$ cat src/sdd_pkg.sv
`timescale 1ns / 1ps
package sdd_pkg;

	localparam int VAL_W = 32;
	localparam int MAX_DEPTH = 32;
	localparam int IDX_W = $clog2(MAX_DEPTH);
	localparam int CNT_W = $clog2(MAX_DEPTH + 1);
	localparam int DEF_DEPTH_A = 16;
	localparam int DEF_DEPTH_B = 16;

	localparam logic [1:0] REQ_LOAD_A = 2'd0;
	localparam logic [1:0] REQ_LOAD_B = 2'd1;
	localparam logic [1:0] REQ_FINISH = 2'd2;
	localparam logic [1:0] REQ_UNUSED = 2'd3;

	typedef struct packed {
		logic [1:0]              req_type;
		logic signed [VAL_W-1:0] value;
	} cmd_t;

	typedef struct packed {
		logic signed [VAL_W-1:0] result_value;
		logic                    is_empty;
		logic                    overflowed;
		logic                    last_of_run;
	} result_t;

	typedef struct packed {
		logic             valid;
		logic             from_b;
		logic [IDX_W-1:0] idx;
		logic [VAL_W-1:0] value;
		logic             kill;
	} probe_t;

endpackage

$ cat src/sdd_cell.sv
`timescale 1ns / 1ps
module sdd_cell (
	input  logic                          clk,
	input  logic                          arst_n,
	input  logic                          load_en,
	input  logic [sdd_pkg::VAL_W-1:0]     load_value,
	input  logic                          cell_valid,
	input  logic [sdd_pkg::IDX_W-1:0]     cell_idx,
	input  logic                          row_b,
	input  sdd_pkg::probe_t               probe_i,
	output sdd_pkg::probe_t               probe_o,
	output logic [sdd_pkg::VAL_W-1:0]     stored
);
	import sdd_pkg::*;

	logic [VAL_W-1:0] value_q;
	logic             pvalid_q;
	logic             pfrom_b_q;
	logic [IDX_W-1:0] pidx_q;
	logic [VAL_W-1:0] pvalue_q;
	logic             pkill_q;
	logic             same_row;
	logic             hit;

	always_ff @(posedge clk) begin
		if (load_en) begin
			value_q <= load_value;
		end
	end

	// same row: only earlier entries mark a duplicate; other row: any entry is a hit
	assign same_row = (probe_i.from_b == row_b);
	assign hit = probe_i.valid && cell_valid && (value_q == probe_i.value)
		&& (!same_row || (cell_idx < probe_i.idx));

	always_ff @(posedge clk or negedge arst_n) begin
		if (!arst_n) begin
			pvalid_q <= 1'b0;
		end else begin
			pvalid_q <= probe_i.valid;
		end
	end

	always_ff @(posedge clk) begin
		pfrom_b_q <= probe_i.from_b;
		pidx_q    <= probe_i.idx;
		pvalue_q  <= probe_i.value;
		pkill_q   <= probe_i.kill | hit;
	end

	assign probe_o = {pvalid_q, pfrom_b_q, pidx_q, pvalue_q, pkill_q};
	assign stored  = value_q;

endmodule

$ cat src/symmetric_difference_dedup.sv
`timescale 1ns / 1ps
// channel  | ports                        | handshake
// ---------+------------------------------+------------------------------------
// command  | cmd (req_type, value)        | taken when start high, busy low
// result   | result (value, flags)        | result_valid strobe, one cycle each
//
// A load does not raise busy; the next item may follow at once.
// A finish holds busy while every stored element runs as a probe through the row
// of DEPTH_A + DEPTH_B cells, one cell a cycle. The last item is on the ports in
// the same cycle that busy falls.
// Reset clears counts, overflow flag and control; stored values are not cleared.
// Results cannot be stalled by the receiver.
module symmetric_difference_dedup #(
	parameter int DEPTH_A = sdd_pkg::DEF_DEPTH_A,
	parameter int DEPTH_B = sdd_pkg::DEF_DEPTH_B
) (
	input  logic             clk,
	input  logic             arst_n,
	input  logic             start,
	output logic             busy,
	input  sdd_pkg::cmd_t    cmd,
	output logic             result_valid,
	output sdd_pkg::result_t result
);
	import sdd_pkg::*;

	localparam int CHAIN = DEPTH_A + DEPTH_B;
	localparam int A_IW = (DEPTH_A > 1) ? $clog2(DEPTH_A) : 1;
	localparam int B_IW = (DEPTH_B > 1) ? $clog2(DEPTH_B) : 1;

	typedef enum logic [2:0] {
		ST_IDLE  = 3'b001,
		ST_ISSUE = 3'b010,
		ST_DRAIN = 3'b100
	} state_t;

	state_t           state_q;
	logic [CNT_W-1:0] cnt_a_q;
	logic [CNT_W-1:0] cnt_b_q;
	logic             ovf_q;
	logic [CNT_W-1:0] idx_q;
	logic             phase_b_q;
	logic             held_valid_q;
	logic [VAL_W-1:0] held_value_q;
	logic             result_valid_q;
	result_t          result_q;

	probe_t           chain [CHAIN+1];
	logic [CHAIN-1:0] chain_vld;
	logic [VAL_W-1:0] a_vals [DEPTH_A];
	logic [VAL_W-1:0] b_vals [DEPTH_B];

	logic             accept;
	logic             load_a;
	logic             load_b;
	logic             issue_a;
	logic             issue_b;
	logic             exit_keep;
	logic             drain_done;
	logic [VAL_W-1:0] head_value;

	assign accept = start && !busy;
	assign load_a = accept && (cmd.req_type == REQ_LOAD_A) && (cnt_a_q < CNT_W'(DEPTH_A));
	assign load_b = accept && (cmd.req_type == REQ_LOAD_B) && (cnt_b_q < CNT_W'(DEPTH_B));
	assign issue_a = (state_q == ST_ISSUE) && !phase_b_q && (idx_q < cnt_a_q);
	assign issue_b = (state_q == ST_ISSUE) && phase_b_q && (idx_q < cnt_b_q);

	assign head_value = phase_b_q ? b_vals[idx_q[B_IW-1:0]] : a_vals[idx_q[A_IW-1:0]];
	assign chain[0] = {issue_a || issue_b, phase_b_q, idx_q[IDX_W-1:0], head_value, 1'b0};

	genvar k;
	generate
		for (k = 0; k < CHAIN; k++) begin : g_cell
			if (k < DEPTH_A) begin : g_a
				sdd_cell u_cell (
					.clk        (clk),
					.arst_n     (arst_n),
					.load_en    (load_a && (cnt_a_q == CNT_W'(k))),
					.load_value (cmd.value),
					.cell_valid (CNT_W'(k) < cnt_a_q),
					.cell_idx   (IDX_W'(k)),
					.row_b      (1'b0),
					.probe_i    (chain[k]),
					.probe_o    (chain[k+1]),
					.stored     (a_vals[k])
				);
			end else begin : g_b
				sdd_cell u_cell (
					.clk        (clk),
					.arst_n     (arst_n),
					.load_en    (load_b && (cnt_b_q == CNT_W'(k - DEPTH_A))),
					.load_value (cmd.value),
					.cell_valid (CNT_W'(k - DEPTH_A) < cnt_b_q),
					.cell_idx   (IDX_W'(k - DEPTH_A)),
					.row_b      (1'b1),
					.probe_i    (chain[k]),
					.probe_o    (chain[k+1]),
					.stored     (b_vals[k - DEPTH_A])
				);
			end
			assign chain_vld[k] = chain[k+1].valid;
		end
	endgenerate

	assign exit_keep = chain[CHAIN].valid && !chain[CHAIN].kill;
	assign drain_done = (state_q == ST_DRAIN) && !(|chain_vld);

	always_ff @(posedge clk or negedge arst_n) begin
		if (!arst_n) begin
			state_q        <= ST_IDLE;
			cnt_a_q        <= '0;
			cnt_b_q        <= '0;
			ovf_q          <= 1'b0;
			idx_q          <= '0;
			phase_b_q      <= 1'b0;
			held_valid_q   <= 1'b0;
			result_valid_q <= 1'b0;
		end else begin
			unique case (state_q)
				ST_IDLE: begin
					if (accept) begin
						unique case (cmd.req_type)
							REQ_LOAD_A: begin
								if (load_a) cnt_a_q <= cnt_a_q + 1'b1;
								else ovf_q <= 1'b1;
							end
							REQ_LOAD_B: begin
								if (load_b) cnt_b_q <= cnt_b_q + 1'b1;
								else ovf_q <= 1'b1;
							end
							REQ_FINISH: begin
								state_q      <= ST_ISSUE;
								idx_q        <= '0;
								phase_b_q    <= 1'b0;
								held_valid_q <= 1'b0;
							end
							default: begin
							end
						endcase
					end
				end
				ST_ISSUE: begin
					if (issue_a || issue_b) begin
						idx_q <= idx_q + 1'b1;
					end else if (!phase_b_q) begin
						phase_b_q <= 1'b1;
						idx_q     <= '0;
					end else begin
						state_q <= ST_DRAIN;
					end
				end
				ST_DRAIN: begin
					if (drain_done) begin
						state_q        <= ST_IDLE;
						cnt_a_q        <= '0;
						cnt_b_q        <= '0;
						ovf_q          <= 1'b0;
						held_valid_q   <= 1'b0;
					end
				end
				default: begin
					state_q <= ST_IDLE;
				end
			endcase
			// hold the newest survivor, release the previous one
			if (exit_keep) begin
				held_valid_q <= 1'b1;
			end
			result_valid_q <= drain_done || (exit_keep && held_valid_q);
		end
	end

	always_ff @(posedge clk) begin
		if (exit_keep) begin
			held_value_q <= chain[CHAIN].value;
		end
		if (exit_keep && held_valid_q) begin
			result_q.result_value <= held_value_q;
			result_q.is_empty     <= 1'b0;
			result_q.overflowed   <= ovf_q;
			result_q.last_of_run  <= 1'b0;
		end else if (drain_done) begin
			result_q.result_value <= held_valid_q ? held_value_q : '0;
			result_q.is_empty     <= !held_valid_q;
			result_q.overflowed   <= ovf_q;
			result_q.last_of_run  <= 1'b1;
		end
	end

	assign busy         = (state_q != ST_IDLE);
	assign result_valid = result_valid_q;
	assign result       = result_q;

endmodule
$ cat config.mk
export PLATFORM = sky130hd
export DESIGN_NAME = symmetric_difference_dedup
export DESIGN_NICKNAME = d
export VERILOG_FILES = /design/src/sdd_pkg.sv /design/src/sdd_cell.sv /design/src/symmetric_difference_dedup.sv
export SDC_FILE = /design/constraint.sdc
export NUM_CORES = 2
export LEC_CHECK = 0
export ABC_CLOCK_PERIOD_IN_PS = 7000
export BUFFER_PORTS_ARGS = -buffer_cell sky130_fd_sc_hd__buf_2
export CAP_MARGIN = 30
export CORE_ASPECT_RATIO = 1.5
export CORE_UTILIZATION = 45
export CTS_BUF_LIST = sky130_fd_sc_hd__clkbuf_8
export CTS_CLUSTER_SIZE = 30
export DETAILED_ROUTE_END_ITERATION = 8
export PLACE_DENSITY = 0.67
export SETUP_SLACK_MARGIN = 0.5
export SLEW_MARGIN = 40
export SYNTH_ARGS = -nofsm -noshare
export SYNTH_HDL_FRONTEND = slang
export SYNTH_SLANG_ARGS = --single-unit
$ cat constraint.sdc
create_clock -name clk -period 7 [get_ports clk]
set_input_delay 1.4 -clock clk [delete_from_list [all_inputs] [get_ports clk]]
set_output_delay 1.4 -clock clk [all_outputs]
set_load 0.005 [all_outputs]
==> results_dict.tcl <==
set metrics [dict create \
    status "finished, final reports clean" \
    numCtsBuffers 339 \
    min_from "g_cell[12].g_a.u_cell.pidx_q[0]" \
    clk_latency_ps 990 \
    highest_layer "met5" \
    ys_top_cells_by_area "edfxtp_1 (40%), dfxtp_1 (31%), xnor2_1 (5.9%)" \
    ant_nets 0 \
    p_leak_uw 0.0327 \
    cpMaxStageDelayCell "dfrtp_4" \
    netlist_top_cells_count "dfxtp_1 (1,240), edfxtp_1 (1,089), xnor2_1 (542)" \
    crit_type "flop to flop" \
    htreeDepth 5 \
    antenna_found_initial 26 \
    grt_first_pass_wirelength_um 410000 \
    fin_area_um2 92100 \
    min_path_type "flop to flop" \
    worst_pin_slew_ps 974 \
    fillers 14600 \
    grt_max_degree 69 \
    postSynthAreaPerCell_um2 16.5 \
    track_usage 0.342 \
    crit_fanout 42 \
    worst_slew_margin_rel 0.332 \
    place_area_um2 85100 \
    syn_inst 4893 \
    yosysTopAreaCell "edfxtp_1" \
    ys_warn_count 0 \
    hold_viol_final 0 \
    ctsHoldBuffers 0 \
    reg2reg_depth 9 \
    syn_nets 4947 \
    power_density_nw_per_um2 450 \
    synth.most_common_cell "dfxtp_1" \
    r2r_start "idx_q[0]" \
    clock-skew-final_ps 70.3 \
    required_ps 7870 \
    drive_above_1_share 0.166 \
    synthDistinctLibCells 77 \
    core-area_um2 179000 \
    fp.dieH_um 521 \
    max-cap-violations 0 \
    cp-start-kind "flop" \
    synth_area_um2 80900 \
    synth_flop_cell "dfxtp_1" \
    fmax_mhz 227 \
    io_pins 74 \
    slew_viol_final 0 \
    die_w_um 348 \
    rows 190 \
    root_buffer "clkbuf_8" \
    seq_area_um2 59000 \
    routed_via_density 5.85 \
    path_buf_inv 1 \
    crit_cells 9 \
    synth_edf_count 1089 \
    cts.repair.resized 0 \
    drc 0 \
    routabilityCongestion 1.06 \
    drt_iter0_drc 6224 \
    drt-pass1-iter-count 6 \
    vias 46800 \
    fin_crit_sh 0.628 \
    critPathTopFamily "multiplexers" \
    whs_path_depth 0 \
    start_util 0.453 \
    cp-end-kind "flop" \
    fin_nets 5363 \
    setup_viol 0 \
    portBuffers 73 \
    met3WireLength_um 23500 \
    hpwl_um 233000 \
    clkSinkCount 2386 \
    die_area_um2 181000 \
    seq_area_frac_synth 0.729 \
    routed_wl_um 311000 \
    synth_top_area_frac 0.404 \
    synthArstFlopShare 0.0239 \
    critical_path_arrival_ps 5270 \
    cts_tree "built" \
    met1Wirelength_um 98100 \
    rsz0062_at_grt "false" \
    crit_start "idx_q[0]" \
    holdWs_ps 298 \
    clockBufferDepth 4 \
    clk_pin_slew_ps 70 \
    fin_crit_ps 4400 \
    setup_tns_ps 0 \
    synth_seq_cells 2386 \
    gr-total-overflow 0 \
    final_util 0.516 \
    grt_pass1_vias 47400 \
    area_growth_pct 13.9 \
    wl_per_cell_um 38.8 \
    cpPeakStageDelay_ps 810 \
    peakVddDrop_mv 0.185 \
    multiInputGateArea_um2 21500 \
    routed-wl-met2_um 148000 \
    post_cts_buffers 0 \
    crit_chain "buf_12 -> mux4_2 -> mux2i_1 -> o32a_1 -> o221ai_1 -> xnor2_1 -> o2111ai_1 -> or4_1 -> nor4_2" \
]
==> sequential cells by signal (all words and copies together), names as in the netlist, 32 cells and up <==
signal and cells:
result 35, g_cell.g_b.u_cell.pidx_q 71, g_cell.g_a.u_cell.pvalue_q 512, g_cell.g_a.u_cell.stored 512, held_value_q 32, g_cell.g_b.u_cell.stored 512, g_cell.g_b.u_cell.pvalue_q 512, g_cell.g_a.u_cell.pidx_q 80
==> area by class of cell <==
cell class	instances	area share
antenna	11	0.000299
clock buffer	409	0.0611
sequential	2386	0.640
tap	2400	0.0326
inverter	48	0.00196
multi-input combinational	2357	0.234
timing repair buffer	177	0.0158
clock inverter	216	0.0140
==> where the power goes <==
| part | total, uW | internal, uW | switching, uW |
|---|---|---|---|
| sequential | 21900 | 18300 | 3620 |
| combinational | 8280 | 3060 | 5210 |
| clock | 11200 | 5780 | 5460 |
| total | 41400 | 27100 | 14300 |
==> kinds of logic after synthesis <==
group / count (synthesis) / synth area share
adder cells (fa/ha/maj): 17 / 0.00263
AND/OR/NAND/NOR: 681 / 0.0471
flip-flops: 2386 / 0.729
XOR/XNOR: 1008 / 0.109
AO/OA/AOI/OAI: 301 / 0.0282
multiplexers: 350 / 0.0746
buffers and inverters: 150 / 0.00948
==> worst paths after layout <==
check | slack [ps] | endpoint
min in group asynchronous | 450 | cnt_b_q[2]
max reg2reg | 2600 | g_cell[0].g_a.u_cell.pkill_q
max | 2600 | g_cell[0].g_a.u_cell.pkill_q
min | 300 | g_cell[13].g_a.u_cell.pidx_q[0]
min reg2reg | 300 | g_cell[13].g_a.u_cell.pidx_q[0]
max in group asynchronous | 5950 | idx_q[2]
==> metal layers <==
metal  vias to the layer above  GRT usage
met5                         -          0
met4                        14      0.372
met3                      1085     0.0648
met2                      3219      0.558
met1                     23400      0.354
li1                      19100          -
==> worst register-to-register path, cell delays in order (launching register included) <==
cell       delay (ps)
dfrtp_4           810
buf_12            410
mux4_2            650
mux2i_1           660
o32a_1            290
o221ai_1          150
xnor2_1           360
o2111ai_1         180
or4_1             500
nor4_2            290
==> stage by stage <==
stage,cells,worst slack [ps],total power [uW]
2_1_floorplan,4893,1520,24800
3_3_place_gp,7349,1960,30000
3_5_place_dp,7366,2750,30100
4_1_cts,7991,2720,41100
5_1_grt,7994,2680,42300
6_report,8004,2600,41400
==> placed cells by master (no fill, tap or decap), drive strengths merged, types with 22 or more instances in the layout <==
cell type and n:
nand3 50, nor3 42, xor2 466, nor2 64, xnor2 542, nand4 161
dfxtp 1240, o21ai 22, dfrtp 56, nand2 87, a21oi 35, nor4 158
buf 176, inv 169, edfxtp 1089, clkbuf 410, mux4 197, mux2i 146
and2 39, a22oi 60, clkinv 75
No activity file was read; power rests on OpenSTA's default activity.
